--- src/sv/assert_macros.svh ---
// ---------------------------------------------------------------------------
// assert_macros.svh
// Shared concurrent assertion shorthands for the SHA-256 pad/schedule block.
// ---------------------------------------------------------------------------
`ifndef ASSERT_MACROS_SVH
`define ASSERT_MACROS_SVH

// Same-cycle implication, sampled on clk, off while rst_n is low.
`define S256_ASSERT_NOW(lbl, ante, cons, msg) \
  lbl: assert property (@(posedge clk) disable iff (!rst_n) (ante) |-> (cons)) else $error(msg);

// Next-cycle implication, sampled on clk, off while rst_n is low.
`define S256_ASSERT_NEXT(lbl, ante, cons, msg) \
  lbl: assert property (@(posedge clk) disable iff (!rst_n) (ante) |=> (cons)) else $error(msg);

`endif

--- src/sv/s256ps_pkg.sv ---
// ---------------------------------------------------------------------------
// s256ps_pkg
// Types, constants and sigma functions for the SHA-256 pad/schedule block.
// ---------------------------------------------------------------------------
package s256ps_pkg;

  localparam int unsigned WordW   = 32;
  localparam int unsigned NumCell = 16;   // schedule window, W[t-16..t-1]

  localparam logic [5:0] LAST_POS    = 6'd63;  // last byte slot of a block
  localparam logic [5:0] LEN_POS     = 6'd56;  // first slot of the length field
  localparam logic [4:0] LAST_PAIR   = 5'd31;
  localparam logic [7:0] PAD_MARK    = 8'h80;
  localparam logic [63:0] BITS_PER_BYTE = 64'd8;

  typedef logic [WordW-1:0] word_t;

  // Controller states
  typedef enum logic [1:0] {
    ST_IDLE,
    ST_PAD,
    ST_EMIT
  } state_t;

  // What every cell of the chain does this cycle
  typedef enum logic [1:0] {
    CM_HOLD,
    CM_BYTE,
    CM_PAIR
  } cell_mode_t;

  function automatic word_t rotr(input word_t v, input int unsigned s);
    rotr = (v >> s) | (v << (WordW - s));
  endfunction

  function automatic word_t small_s0(input word_t v);
    small_s0 = rotr(v, 7) ^ rotr(v, 18) ^ (v >> 3);
  endfunction

  function automatic word_t small_s1(input word_t v);
    small_s1 = rotr(v, 17) ^ rotr(v, 19) ^ (v >> 10);
  endfunction

endpackage

--- src/sv/s256ps_cell.sv ---
// ---------------------------------------------------------------------------
// s256ps_cell
// One 32-bit word of the schedule window. Shifts a byte in from its right
// neighbor while a block is loaded, or takes the word two places to its
// right while word pairs are emitted.
// ---------------------------------------------------------------------------
module s256ps_cell (
  input  logic                   clk,
  input  s256ps_pkg::cell_mode_t mode,
  input  logic [7:0]             byte_in,
  input  s256ps_pkg::word_t      word_in,
  output s256ps_pkg::word_t      word_r
);
  import s256ps_pkg::*;

  word_t word_nxt;

  // next word by mode
  always_comb begin
    unique case (mode)
      CM_BYTE: word_nxt = {word_r[WordW-9:0], byte_in};
      CM_PAIR: word_nxt = word_in;
      default: word_nxt = word_r;
    endcase
  end

  always_ff @(posedge clk) begin
    word_r <= word_nxt;
  end

endmodule

--- src/sv/s256ps_expand.sv ---
// ---------------------------------------------------------------------------
// s256ps_expand
// Message expansion for two schedule words at once. With the window holding
// W[t..t+15], it forms W[t+16] and W[t+17]; neither depends on the other.
// ---------------------------------------------------------------------------
module s256ps_expand (
  input  s256ps_pkg::word_t w0,
  input  s256ps_pkg::word_t w1,
  input  s256ps_pkg::word_t w2,
  input  s256ps_pkg::word_t w9,
  input  s256ps_pkg::word_t w10,
  input  s256ps_pkg::word_t w14,
  input  s256ps_pkg::word_t w15,
  output s256ps_pkg::word_t new_lo,
  output s256ps_pkg::word_t new_hi
);
  import s256ps_pkg::*;

  // four-operand sums, mod 2^32
  assign new_lo = small_s1(w14) + w9  + small_s0(w1) + w0;
  assign new_hi = small_s1(w15) + w10 + small_s0(w2) + w1;

endmodule

--- src/sv/sha256_pad_and_schedule.sv ---
// A block's first pair is shown the cycle after its 64th byte enters the chain.
// One byte per cycle is taken while idle; a full block then emits its 32 pairs.
// A message end pads to the block's last slot, and adds a block when the length overflows.
// Each padded block is followed by its emit run; out_stall holds the chain.
// The 16-cell window moves one byte or one word pair per cycle unless out_stall holds it.
// Reset clears state, byte slot and bit length; the word chain is not reset.
// ---------------------------------------------------------------------------
// sha256_pad_and_schedule
// Collects message bytes into 64-byte blocks in a chain of word cells, pads
// the message end with 0x80, zeros and the 64-bit bit length, and streams
// the 64 schedule words of each block as 32 pairs.
// ---------------------------------------------------------------------------
module sha256_pad_and_schedule (
  input  logic        clk,
  input  logic        rst_n,
  // input transactions
  input  logic        in_valid,
  output logic        in_stall,
  input  logic [7:0]  in_data_byte,
  input  logic        in_byte_valid,
  input  logic        in_message_end,
  // result transactions
  output logic        out_valid,
  input  logic        out_stall,
  output logic [31:0] out_word_even,
  output logic [31:0] out_word_odd,
  output logic [4:0]  out_pair_index,
  output logic        out_final_block,
  output logic        out_last_of_run
);
  import s256ps_pkg::*;
  `include "assert_macros.svh"

  state_t      state_r, state_nxt;
  logic [5:0]  pos_r;         // next byte slot in the block
  logic [63:0] bitlen_r;      // message length in bits
  logic [4:0]  pair_r;        // pair being shown
  logic        final_r;       // block being shown is the last padded one
  logic        pad_act_r;     // message end seen, padding not yet done
  logic        pad_first_r;   // next pad byte is the 0x80 marker
  logic        len_ok_r;      // this padded block carries the length field

  cell_mode_t  mode;
  logic [7:0]  chain_byte;
  logic [7:0]  pad_byte;
  logic [7:0]  len_byte;
  logic        in_acc;
  logic        out_acc;
  logic        len_ok_eff;
  word_t       cw [NumCell];
  word_t       new_lo, new_hi;

  assign in_acc  = in_valid && !in_stall;
  assign out_acc = out_valid && !out_stall;

  // length byte for slot 56..63, big-endian
  assign len_byte   = 8'(bitlen_r >> {~pos_r[2:0], 3'b000});
  assign len_ok_eff = pad_first_r ? (pos_r < LEN_POS) : len_ok_r;

  always_comb begin
    priority if (pad_first_r)                  pad_byte = PAD_MARK;
    else if (len_ok_r && (pos_r >= LEN_POS))   pad_byte = len_byte;
    else                                       pad_byte = 8'h00;
  end

  // next state
  always_comb begin
    state_nxt = state_r;
    unique case (state_r)
      ST_IDLE: begin
        if (in_acc) begin
          if (in_byte_valid && (pos_r == LAST_POS)) state_nxt = ST_EMIT;
          else if (in_message_end)                  state_nxt = ST_PAD;
        end
      end
      ST_PAD: begin
        if (pos_r == LAST_POS) state_nxt = ST_EMIT;
      end
      ST_EMIT: begin
        if (!out_stall && (pair_r == LAST_PAIR)) begin
          state_nxt = (pad_act_r && !final_r) ? ST_PAD : ST_IDLE;
        end
      end
      default: state_nxt = ST_IDLE;
    endcase
  end

  // handshake and chain control
  always_comb begin
    in_stall   = 1'b1;
    out_valid  = 1'b0;
    mode       = CM_HOLD;
    chain_byte = pad_byte;
    unique case (state_r)
      ST_IDLE: begin
        in_stall   = 1'b0;
        chain_byte = in_data_byte;
        if (in_valid && in_byte_valid) mode = CM_BYTE;
      end
      ST_PAD: begin
        mode = CM_BYTE;
      end
      ST_EMIT: begin
        out_valid = 1'b1;
        if (!out_stall) mode = CM_PAIR;
      end
      default: ;
    endcase
  end

  // control registers
  always_ff @(posedge clk) begin
    if (!rst_n) begin
      state_r     <= ST_IDLE;
      pos_r       <= '0;
      bitlen_r    <= '0;
      pair_r      <= '0;
      final_r     <= 1'b0;
      pad_act_r   <= 1'b0;
      pad_first_r <= 1'b0;
      len_ok_r    <= 1'b0;
    end else begin
      state_r <= state_nxt;
      unique case (state_r)
        ST_IDLE: begin
          if (in_acc) begin
            final_r <= 1'b0;
            if (in_byte_valid) begin
              pos_r    <= pos_r + 6'd1;
              bitlen_r <= bitlen_r + BITS_PER_BYTE;
            end
            if (in_message_end) begin
              pad_act_r   <= 1'b1;
              pad_first_r <= 1'b1;
            end
          end
        end
        ST_PAD: begin
          pos_r <= pos_r + 6'd1;
          if (pad_first_r) begin
            pad_first_r <= 1'b0;
            len_ok_r    <= pos_r < LEN_POS;
          end
          if (pos_r == LAST_POS) final_r <= len_ok_eff;
        end
        ST_EMIT: begin
          if (!out_stall) begin
            pair_r <= pair_r + 5'd1;
            if (pair_r == LAST_PAIR) begin
              if (final_r) begin
                pad_act_r <= 1'b0;
                len_ok_r  <= 1'b0;
                bitlen_r  <= '0;
              end else if (pad_act_r) begin
                // overflow block done, the next one holds the length
                len_ok_r <= 1'b1;
              end
            end
          end
        end
        default: ;
      endcase
    end
  end

  // word chain: cell i reads bytes from i+1, words from i+2; past the end, chain_byte and new_*
  for (genvar i = 0; i < NumCell; i++) begin : g_cell
    logic [7:0] byte_in;
    word_t      word_in;
    if (i == NumCell - 1) begin : g_tail
      assign byte_in = chain_byte;
      assign word_in = new_hi;
    end else if (i == NumCell - 2) begin : g_pen
      assign byte_in = cw[i+1][WordW-1 -: 8];
      assign word_in = new_lo;
    end else begin : g_body
      assign byte_in = cw[i+1][WordW-1 -: 8];
      assign word_in = cw[i+2];
    end
    s256ps_cell u_cell (
      .clk     (clk),
      .mode    (mode),
      .byte_in (byte_in),
      .word_in (word_in),
      .word_r  (cw[i])
    );
  end

  s256ps_expand u_expand (
    .w0     (cw[0]),
    .w1     (cw[1]),
    .w2     (cw[2]),
    .w9     (cw[9]),
    .w10    (cw[10]),
    .w14    (cw[14]),
    .w15    (cw[15]),
    .new_lo (new_lo),
    .new_hi (new_hi)
  );

  // result transaction
  assign out_word_even   = cw[0];
  assign out_word_odd    = cw[1];
  assign out_pair_index  = pair_r;
  assign out_final_block = final_r;
  assign out_last_of_run = (pair_r == LAST_PAIR) && (final_r || !pad_act_r);

  // checks
  `S256_ASSERT_NOW(a_no_in_while_out, out_valid, in_stall, "input taken during emit")
  `S256_ASSERT_NOW(a_pair_only_in_emit, pair_r != 5'd0, state_r == ST_EMIT, "pair count off")
  `S256_ASSERT_NEXT(a_full_block_emits, in_acc && in_byte_valid && (pos_r == LAST_POS), state_r == ST_EMIT && pos_r == 6'd0, "full block not emitted")
  `S256_ASSERT_NEXT(a_final_clears, out_acc && final_r && (pair_r == LAST_PAIR), state_r == ST_IDLE && bitlen_r == 64'd0 && !pad_act_r, "message state not cleared")
  `S256_ASSERT_NOW(a_final_only_padding, out_valid && final_r, pad_act_r, "final block outside padding")

endmodule
--- config.mk ---
export PLATFORM = sky130hd
export DESIGN_NAME = sha256_pad_and_schedule
export DESIGN_NICKNAME = d
export VERILOG_FILES = /design/src/sv/s256ps_pkg.sv /design/src/sv/s256ps_cell.sv /design/src/sv/s256ps_expand.sv /design/src/sv/sha256_pad_and_schedule.sv
export VERILOG_INCLUDE_DIRS = /design/src /design/src/sv
export SDC_FILE = /design/constraint.sdc
export NUM_CORES = 2
export LEC_CHECK = 0
export BUFFER_PORTS_ARGS = -buffer_cell sky130_fd_sc_hd__buf_2
export CAP_MARGIN = 30
export CELL_PAD_IN_SITES_DETAIL_PLACEMENT = 1
export CELL_PAD_IN_SITES_GLOBAL_PLACEMENT = 2
export CORE_MARGIN = 10
export CORE_UTILIZATION = 45
export DETAILED_ROUTE_END_ITERATION = 12
export HOLD_SLACK_MARGIN = 0.05
export PLACE_DENSITY = 0.84
export SETUP_SLACK_MARGIN = 0.02
export SLEW_MARGIN = 20
export SYNTH_ARGS = -nofsm -noshare
export SYNTH_HDL_FRONTEND = slang
export SYNTH_SLANG_ARGS = --single-unit
--- constraint.sdc ---
create_clock -name clk -period 15.58 [get_ports clk]
set_input_delay 3.116 -clock clk [delete_from_list [all_inputs] [get_ports clk]]
set_output_delay 3.116 -clock clk [all_outputs]
set_load 0.005 [all_outputs]
==> flow_metrics.env <==
export IMPL_rsz0062_at_grt="false"
export IMPL_p_clk_share_pct=23.7
export IMPL_r2r_slack_ns=10.05
export IMPL_drv_slew=0
export IMPL_cts_buffers=69
export IMPL_met1_usage_pct=31.19
export IMPL_busiest_layer="met2"
export IMPL_outcome="complete, no violations"
export IMPL_cp_required_ns=15.96
export IMPL_cts_tree="yes"
export IMPL_synth_area_sq_mm=0.03414
export IMPL_grt_pass1_wl_microns=157100
export IMPL_synthArstFlopShare_pct=0
export IMPL_vdd_drop_max_mv=0.09404
export IMPL_routedWlPerCell_microns=27.72
export IMPL_finalWorstSetupSlack_ns=9.146
export IMPL_synth_ff_type="edfxtp_1"
export IMPL_switching_share_pct=40.75
export IMPL_fmax_mhz=155.4
export IMPL_grt_use_total_pct=24.42
export IMPL_path_max_fanout=186
export IMPL_synthCells=2743
export IMPL_reg2reg_to="g_cell[14].u_cell.word_r[29]"
export IMPL_synthTopCellsByArea="edfxtp_1 45%, mux2_2 14%, fa_1 7.3%"
export IMPL_ant_nets=0
export IMPL_overflow=0
export IMPL_synth_edf_count=512
export IMPL_start_util_pct=45.63
export IMPL_cp_start_kind="input port"
export IMPL_drt_iter0_markers=2176
export IMPL_cts_resized=0
export IMPL_fillers=7665
export IMPL_place_congestion=0.9211
export IMPL_drive_gt1_share_pct=23.24
export IMPL_maxCapViolations=0
export IMPL_critPathCaptureType="flop"
export IMPL_critical_path_arrival_ns=6.81
export IMPL_cts_root_buffer="clkbuf_16"
export IMPL_hold_depth=2
export IMPL_synth_nets=2949
export IMPL_slew_headroom_pct=25.78
export IMPL_dp_hpwl_microns=78380
export IMPL_synth_cell_types=70
export IMPL_p_int_w=0.004081
export IMPL_cts_setup_buffers=0
export IMPL_yosys_warnings=0
export IMPL_gr_usage_met3_pct=4.193
export IMPL_period_needed_ns=6.434
export IMPL_worst_pin_slew_ns=1.113
export IMPL_drc=0
export IMPL_finalHoldViolCount=0
export IMPL_p_switching_w=0.002807
export IMPL_place_ws_ns=8.578
export IMPL_yosysSeqAreaShare_pct=49.61
export IMPL_vias=22173
export IMPL_hold_start="pad_act_r"
export IMPL_hold_buffers=0
export IMPL_r2r_start="g_cell[1].u_cell.word_r[9]"
export IMPL_yosys_area_top_type="edfxtp_1"
export IMPL_clk_path_buf_depth=3
export IMPL_multi_input_area_sq_mm=0.01573
export IMPL_insertion_delay_ns=0.65
export IMPL_dieWidth_microns=295.4
export IMPL_area_growth_pct=11.32
export IMPL_tns_ns=0
export IMPL_hold_ws_ns=0.5137
export IMPL_ys_ff_latch=590
export IMPL_fp_row_count=100
export IMPL_synth_area_per_cell_sq_um=12.45
export IMPL_setup_violations=0
export IMPL_core_sq_mm=0.07482
export IMPL_ff_latch_area_sq_mm=0.01694
export IMPL_grt_pass1_vias=23508
export IMPL_ios=87
export IMPL_fin_crit_sh_pct=41.30
export IMPL_dr_pass1_iters=7
export IMPL_min_path_type="flop to flop"
export IMPL_ff2ff_path_depth=12
export IMPL_power_leakage_nw=13.98
export IMPL_htree_num_levels=3
export IMPL_dieArea_sq_mm=0.08728
export IMPL_power_density_mw_per_mm2=181.3
export IMPL_path_class="input port to flop"
export IMPL_skew_ns=0.04876
export IMPL_antenna_found_initial=8
export IMPL_share_seq_of_total_power_pct=30.6
export IMPL_io_buffers=86
export IMPL_hold_path_end="pad_act_r"
export IMPL_combPwrFrac_pct=45.8
export IMPL_routed_wl_microns=106900
export IMPL_synth_top_area_share_pct=45.04
export IMPL_die_y_microns=295.4
export IMPL_fin_util_pct=50.79
export IMPL_nets=3039
export IMPL_vias_per_cell=5.749
export IMPL_cts_sink_count=590
export IMPL_use_met2_pct=39.49
export IMPL_clk_pin_slew_ns=0.06
export IMPL_grt_max_degree=190
[worst max-delay path by stage]
| stage | end | slack (ns) | from | cells after the start |
|---|---|---|---|---|
| 2_1_floorplan | g_cell[0].u_cell.word_r[0] | 1.04 | in_byte_valid | 5 |
| 5_1_grt | g_cell[10].u_cell.word_r[0] | 8.97 | out_stall | 6 |
| 3_3_place_gp | g_cell[12].u_cell.word_r[9] | 8.58 | in_byte_valid | 8 |
| 4_1_cts | g_cell[10].u_cell.word_r[0] | 9.22 | out_stall | 6 |
| 6_report | g_cell[10].u_cell.word_r[0] | 9.15 | out_stall | 6 |
| 3_5_place_dp | g_cell[12].u_cell.word_r[9] | 8.58 | out_stall | 6 |
[cell families after synthesis]
| kind of cell | after synthesis | share of synthesized area, % |
|---|---|---|
| XOR/XNOR | 340 | 8.723 |
| buffers and inverters | 396 | 4.358 |
| flip-flops | 590 | 49.61 |
| multiplexers | 452 | 15.31 |
| adder cells (fa/ha/maj) | 192 | 9.764 |
| AND/OR/NAND/NOR | 438 | 6.154 |
| AO/OA/AOI/OAI | 335 | 6.077 |
[state kept, by name, indices dropped and copies added (netlist names)]
name,cells
pad_first_r,1
g_cell.u_cell.word_r,512
out_final_block,1
pos_r,6
len_ok_r,1
pad_act_r,1
state_r,2
bitlen_r,61
out_pair_index,5
[through the flow]
stage / instance area [sq um] / power, W / cells
finish: 38000 / 0.006889 / 3857
global route: 38000 / 0.007307 / 3856
CTS: 37980 / 0.006877 / 3855
detailed placement: 35710 / 0.005205 / 3730
global placement: 35670 / 0.005119 / 3728
floorplan: 34140 / 0.004286 / 2743
[routing by layer]
metal  up-vias  part of all wire [%]
li1       9828                     -
met1     11326                    41
met2       782                    47
met3       235                   6.9
met4         2                   5.5
met5         -                 0.013
[worst max-delay path, stage by stage]
cell and delay, ns:
buf_2 0.13, nor2_1 0.45, ha_4 0.84, buf_12 0.66, buf_4 0.86, mux2_2 0.43
[power groups by stage]
stage	Combinational, W	Sequential [W]	Clock [W]
2_1_floorplan	0.00221	0.00208	0
3_3_place_gp	0.00299	0.00213	0
3_5_place_dp	0.00307	0.00213	0
4_1_cts	0.00311	0.00210	0.00166
5_1_grt	0.00347	0.00211	0.00172
6_report	0.00315	0.00211	0.00163
[cells in the final DEF, fill, tap and decap left out, types with 41 or more instances in the layout]
cell type / n
xor2_1: 76
nand3_1: 41
a21oi_1: 86
mux2_2: 432
inv_1: 301
xnor2_1: 264
nand2_1: 138
clkbuf_16: 70
buf_2: 86
dfxtp_1: 78
nor2_1: 114
o21ai_0: 114
ha_1: 67
edfxtp_1: 512
fa_1: 124
[synth_stat cells, types with 4 or more instances]
| master | n |
|---|---|
| a31oi_1 | 12 |
| o21ai_0 | 114 |
| fa_1 | 124 |
| o2111a_1 | 4 |
| xnor2_1 | 264 |
| a211oi_1 | 16 |
| o31a_1 | 5 |
| dfxtp_1 | 78 |
| mux2i_1 | 7 |
| nor2b_1 | 15 |
| nand3_1 | 41 |
| mux4_2 | 13 |
| or3_1 | 16 |
| xor2_1 | 76 |
| o21a_1 | 8 |
| nor4_1 | 4 |
| and4_1 | 9 |
| o211ai_1 | 9 |
| nand2_1 | 138 |
| nand4_1 | 11 |
| a221oi_1 | 6 |
| nand2b_1 | 12 |
| o2111ai_1 | 4 |
| a21boi_0 | 6 |
| and2_1 | 20 |
| mux2_2 | 432 |
| inv_1 | 302 |
| nor3_1 | 17 |
| and3_1 | 17 |
| or2_2 | 7 |
| clkbuf_1 | 89 |
| ha_1 | 68 |
| a21o_1 | 22 |
| a21oi_1 | 86 |
| o31ai_1 | 10 |
| nor2_1 | 114 |
| edfxtp_1 | 512 |
[final cells by class]
| type | instances | share of cell area [%] |
|---|---|---|
| Inverter | 303 | 3.013 |
| Multi-Input combinational cell | 1757 | 41.40 |
| Tap cell | 969 | 3.190 |
| Clock buffer | 87 | 4.777 |
| Sequential cell | 590 | 44.57 |
| Antenna cell | 1 | 0.006585 |
| Clock inverter | 38 | 1.205 |
| Timing Repair Buffer | 112 | 1.837 |
(Power assumes the default switching activity.)
